**config.mk**
```make
export PLATFORM = sky130hd
export DESIGN_NAME = mlpq_front
export DESIGN_NICKNAME = d
export VERILOG_FILES = /design/src/rtl/mlpq_pkg.sv /design/src/rtl/mlpq_front.sv
export SDC_FILE = /design/constraint.sdc
export NUM_CORES = 1
export LEC_CHECK = 0
export ABC_AREA = 1
export ABC_CLOCK_PERIOD_IN_PS = 5300
export BUFFER_PORTS_ARGS = -buffer_cell sky130_fd_sc_hd__buf_2
export CORE_MARGIN = 2
export CORE_UTILIZATION = 35
export CTS_CLUSTER_SIZE = 10
export DETAILED_ROUTE_END_ITERATION = 10
export REMOVE_ABC_BUFFERS = 1
export SKIP_LAST_GASP = 1
export SYNTH_ARGS = -nofsm -noshare
export SYNTH_HDL_FRONTEND = slang
export SYNTH_SLANG_ARGS = --single-unit
```
**constraint.sdc**
```tcl
create_clock -name clk -period 5.3 [get_ports clk]
set_input_delay 0.53 -clock clk [delete_from_list [all_inputs] [get_ports clk]]
set_output_delay 0.53 -clock clk [all_outputs]
set_load 0.05 [all_outputs]
```
**src/rtl/mlpq_pkg.sv**
```systemverilog
package mlpq_pkg;

    // default sizing
    localparam int LEVELS_DEF      = 8;
    localparam int QUEUE_DEPTH_DEF = 16;
    localparam int TASK_WIDTH      = 32;

    // configuration register
    localparam logic [3:0] NUM_LEVELS_RESET = 4'd8;
    localparam logic       REG_NUM_LEVELS   = 1'b0;

    // command codes
    typedef enum logic [1:0] {
        OP_ADD    = 2'd0,
        OP_REMOVE = 2'd1,
        OP_QUERY  = 2'd2,
        OP_SPARE  = 2'd3
    } op_t;

    // result status codes
    typedef enum logic [1:0] {
        ST_OK     = 2'd0,
        ST_FULL   = 2'd1,
        ST_EMPTY  = 2'd2,
        ST_BADPRI = 2'd3
    } status_t;

    // decoded command kind
    typedef enum logic [1:0] {
        KIND_ADD    = 2'd0,
        KIND_REMOVE = 2'd1,
        KIND_QUERY  = 2'd2
    } kind_t;

    // input word
    typedef struct packed {
        logic [1:0]            op;
        logic [2:0]            priority_req;
        logic [TASK_WIDTH-1:0] task_payload;
    } cmd_t;

    // result word
    typedef struct packed {
        logic [1:0]  status;
        logic [31:0] head_payload;
        logic [2:0]  head_priority;
        logic        all_empty;
        logic [7:0]  total_count;
        logic [4:0]  level_count;
    } result_t;

    // classified command held between front and back
    typedef struct packed {
        kind_t                 kind;
        logic                  in_range;
        logic [2:0]            pri;
        logic [TASK_WIDTH-1:0] payload;
    } entry_t;

    // head of the command queue as seen by the back end
    typedef struct packed {
        logic   valid;
        entry_t entry;
    } qhead_t;

endpackage

```
**src/rtl/mlpq_front.sv**
```systemverilog
module mlpq_front
    import mlpq_pkg::*;
#(
    parameter int LEVELS = LEVELS_DEF
)
(
    input  logic                        clk,
    input  logic                        rst_n,
    input  logic                        start,
    input  cmd_t                        cmd,
    input  logic [$clog2(LEVELS+1)-1:0] nlev,
    output logic                        busy,
    output qhead_t                      qhead,
    input  logic                        qpop
);

    logic [1:0] count_reg;
    logic [1:0] count_next;
    logic       rd_ptr_reg;
    logic       wr_ptr_reg;
    entry_t     slot_reg [2];
    entry_t     cls;
    logic       push;

    // classify the incoming word
    always_comb
    begin
        cls.pri      = cmd.priority_req;
        cls.payload  = cmd.task_payload;
        cls.in_range = (32'(cmd.priority_req) < 32'(nlev));
        case (cmd.op)
            OP_ADD:    cls.kind = KIND_ADD;
            OP_REMOVE: cls.kind = KIND_REMOVE;
            default:   cls.kind = KIND_QUERY;
        endcase
    end

    assign busy = (count_reg == 2'd2);
    assign push = start && !busy;

    // two-entry command queue
    always_ff @(posedge clk)
    begin
        if (push)
        begin
            slot_reg[wr_ptr_reg] <= cls;
        end
    end

    always_comb
    begin
        count_next = count_reg;
        if (push && !qpop)
        begin
            count_next = count_reg + 2'd1;
        end
        else if (!push && qpop)
        begin
            count_next = count_reg - 2'd1;
        end
    end

    always_ff @(posedge clk or negedge rst_n)
    begin
        if (!rst_n)
        begin
            count_reg  <= 2'd0;
            rd_ptr_reg <= 1'b0;
            wr_ptr_reg <= 1'b0;
        end
        else
        begin
            count_reg <= count_next;
            if (push)
            begin
                wr_ptr_reg <= !wr_ptr_reg;
            end
            if (qpop)
            begin
                rd_ptr_reg <= !rd_ptr_reg;
            end
        end
    end

    assign qhead.valid = (count_reg != 2'd0);
    assign qhead.entry = slot_reg[rd_ptr_reg];

endmodule

```
**Word-level counts from Yosys, hierarchy flattened**

Memory sizes are Yosys's and may differ from the RTL's.
Index checks and enable logic that the tools add are counted.

- Register bits after elaboration: 4
- Bits in writable memories: 76
- Memories: 1

Memories:

| name | depth | bits a word | read ports | clocked after Yosys merged registers in | write ports | RTL line | RTL |
|---|---|---|---|---|---|---|---|
| slot_reg | 2 | 38 | 1 | 0 | 1 | mlpq_front.sv:21 | `entry_t slot_reg [2];` |

- Add/subtract/negate cells: 2
- Order comparisons: 1
- Eq/ne operators: 2
- Muxes and demuxes: 5
- Reduce and logical (&&, ||, !) cells: 11

Operator list:

| cell | count |
|---|---|
| $logic_not 1->1 | 5 |
| $lt 3x4->1 | 1 |
| $mux 2 | 2 |
| $pmux 2 s2 | 1 |
| $reduce_bool 2->1 | 2 |
| $logic_and 1x1->1 | 3 |
| $add 2x1->2 const B | 1 |
| $eq 2x1->1 const B | 1 |
| $eq 2x2->1 const B | 1 |
| $logic_not 2->1 | 1 |
| $mux 1 | 2 |
| $sub 2x1->2 const B | 1 |

**Depth between registers and ports, before layout**

- Depth after elaboration: 7
- Mapped depth: 9
- Gate-level depth less buffers: 9

**Worst setup path before layout**

OpenSTA, ideal clock, no wires.

- Path kind: input-to-reg
- From: input start
- To: memory slot_reg[0][0] (netlist name) (enable)
- Arrival: 2.209 ns
- Required time: 4.867 ns
- Setup slack: 2.657 ns
- Cell stages on the path: 2
- Path buffers: 0
- Path through: o21ai_2 -> nor2_1

- Word-level cells in the longest chain between the ends: 3

RTL lines:

| what | RTL line | RTL |
|---|---|---|
| from (decl) | mlpq_front.sv:9 | `input logic start,` |
| $logic_and 1x1->1 | mlpq_front.sv:39 | `assign push = start && !busy;` |
| $mux 1 | mlpq_front.sv:44 | `if (push)` |
| $mux 1 (not written as such) | mlpq_front.sv:46 | `slot_reg[wr_ptr_reg] <= cls;` |
| to (decl) | mlpq_front.sv:21 |  |

Every way passes these cells.

==> results.json <==
{
  "grt_pass1_wl_mm": 7.88,
  "overflow": 0,
  "reg2reg_depth": 3,
  "clkLatencyLatePin_ns": 0.34,
  "io_pins": 85,
  "min_period_ns": 2.57,
  "swShare_pct": 40.4,
  "num-fill-cells": 790,
  "power_frac_comb_pct": 39.6,
  "drc": 0,
  "drv_cap": 0,
  "cts_resized": 0,
  "critPathLaunchType": "register",
  "routedWlPerCell_um": 13.6,
  "seq_area_um2": 2380,
  "status": "completed",
  "max_freq_mhz": 388,
  "required_ns": 4.77,
  "yosysWarnings": 0,
  "rr_endpoint": "slot_reg[0][20]",
  "ff2ff_setup_slack_ns": 3.35,
  "hp-class": "in2reg",
  "hold_path_end": "slot_reg[1][13]",
  "tightest_slew_ns": 1.16,
  "seqPwrFrac_pct": 39.4,
  "postSynthAreaPerCell_um2": 19.2,
  "slew_violations": 0,
  "dr.pass1.iters": 3,
  "cts_tree": "built",
  "cts_root_buffer": "clkbuf_8",
  "hold_depth": 1,
  "maxSlewHeadroom_pct": 22.4,
  "antenna_found_initial": 0,
  "hpwl_mm": 3.13,
  "rr_startpoint": "count_reg[1]",
  "cts.clk_slew.worst_paths_ns": 0.08,
  "mappedNetlistArea_um2": 3090,
  "grt_pass1_vias": 1652,
  "routed_wl_mm": 4.97,
  "core_area_um2": 8640,
  "setup_viol": 0,
  "end_kind": "output port",
  "vias": 1617,
  "initial_utilization_pct": 35.7,
  "synth_cell_types": 18,
  "htree_levels": 3,
  "hold_viol": 0,
  "largest_reg_flops": 76,
  "multi_input_comb_area_um2": 622,
  "path_class": "reg2out",
  "dieArea_um2": 9590,
  "power.internal_uw": 1470,
  "final_cell_mix": "buf_2 (84), edfxtp_1 (76), mux2_2 (28)",
  "io_buffers": 84,
  "holdCritStartpoint": "cmd[13]",
  "fin_ws_ns": 2.73,
  "rsz0062_at_grt": "no",
  "fin_skew_ns": 0.0123,
  "seq_area_frac_synth_pct": 77.2,
  "routabilityCongestion": 0.640,
  "netSwitchingPower_uw": 996,
  "drive_gt1_share_pct": 54.5,
  "grt_usage_pct": 10.8,
  "busiest_layer": "met2",
  "cp.arrival_ns": 2.04,
  "nets": 300,
  "synth_cells": 161,
  "ir_worst_vdd_v": 0.000233,
  "post-route-period-util_pct": 48.6,
  "p_clk_share_pct": 21.1,
  "die_w_um": 97.9,
  "ctsHoldBuffers": 1,
  "final_common_cell": "buf_2",
  "met2_usage_pct": 18.0,
  "cts_buffers": 9,
  "cts.sinks": 80,
  "postCtsSetupRepairBufs": 0,
  "ys_ff_latch": 80,
  "power.density_nw_per_um2": 638,
  "die_h_um": 97.9,
  "gr-usage-met1_pct": 12.4,
  "crit_fanout": 39,
  "drt-initial-drc-count": 43,
  "met3_usage_pct": 3.87,
  "rows": 34,
  "setup-tns-final_ns": 0,
  "ant_nets": 0,
  "cts_buffer_depth": 2,
  "vias_per_cell": 4.43,
  "place_ws_ns": 3.06,
  "diodes": 0,
  "area_growth_pct": 25.0,
  "p_leak_uw": 0.00154,
  "grt_max_degree": 40
}
metrics by stage:
| stage | std cells | utilization [%] | instance area, um^2 | total power [uW] | hold slack [ns] |
|---|---|---|---|---|---|
| finish | 365 | 44.7 | 3860 | 2460 | 0.368 |
| detailed placement | 348 | 41.8 | 3610 | 1970 | 0.347 |
| CTS | 365 | 44.7 | 3860 | 2500 | 0.351 |
| global placement | 348 | 41.8 | 3610 | 1970 | 0.343 |
| global route | 365 | 44.7 | 3860 | 2570 | 0.349 |
| floorplan | 156 | - | 3040 | 1750 | 0.234 |
worst max-delay path by stage:
| stage | from | slack (ns) | cells past startpoint | end |
|---|---|---|---|---|
| after floorplan | start | 2.66 | 2 | slot_reg[0][0] |
| after global placement | rd_ptr_reg | 3.04 | 2 | qhead[7] |
| after detailed placement | rd_ptr_reg | 3.06 | 2 | qhead[7] |
| after CTS | rd_ptr_reg | 2.67 | 2 | qhead[7] |
| after global routing | rd_ptr_reg | 2.58 | 2 | qhead[5] |
| final | rd_ptr_reg | 2.73 | 2 | qhead[15] |
critical path, stage by stage (launching register included):
cell	delay, ns
dfrtp_2	1.03
mux2_2	0.41
buf_2	0.21
power by group through the flow:
stage | Combinational [uW] | Clock, uW | Sequential [uW]
finish | 974 | 519 | 969
global route | 1020 | 557 | 993
CTS | 988 | 533 | 975
detailed placement | 985 | 0 | 989
global placement | 982 | 0 | 987
floorplan | 795 | 0 | 957
synthesized netlist by cell type:
cell	n	area, um^2
xor2_1	2	17.5
a21oi_1	1	5.00
nor2_1	6	22.5
edfxtp_1	76	2280
buf_6	1	11.3
ha_1	3	37.5
nand2_1	8	30.0
inv_1	14	52.6
o21ai_2	1	8.76
nand3_1	1	5.00
buf_8	1	15.0
xnor2_1	1	8.76
nand4_1	1	6.26
mux2_2	28	315
dfrtp_1	4	100
buf_4	2	15.0
mux2_4	10	150
clkbuf_1	1	3.75
cells by family (layout without fill, tap and decap cells):
family          after synthesis  in the layout  share of synthesized area, %
flops                        80             80                          77.2
buf+inv                      19            115                          3.16
compound gates                2              2                         0.446
simple gates                 16             16                          2.07
mux                          38             38                          15.1
xor+xnor                      3              3                         0.851
fa+ha+maj                     3              3                          1.22
area by class of cell:
type                    instances  share of cell area, %
well taps                     108                   3.50
inverters                      14                   1.36
clock inverters                 6                   2.79
repair buffers                 85                   11.2
clock buffers                  10                   3.31
multi-input cells              62                   16.1
flip-flops and latches         80                   61.8
metal layers:
metal  share of wire [%]  up-vias
li1                    -      774
met1                  41      785
met2                  51       50
met3                 6.2        8
met4                 1.8        0
met5                   0        -
Note: power is estimated with default switching activity, not from simulation.
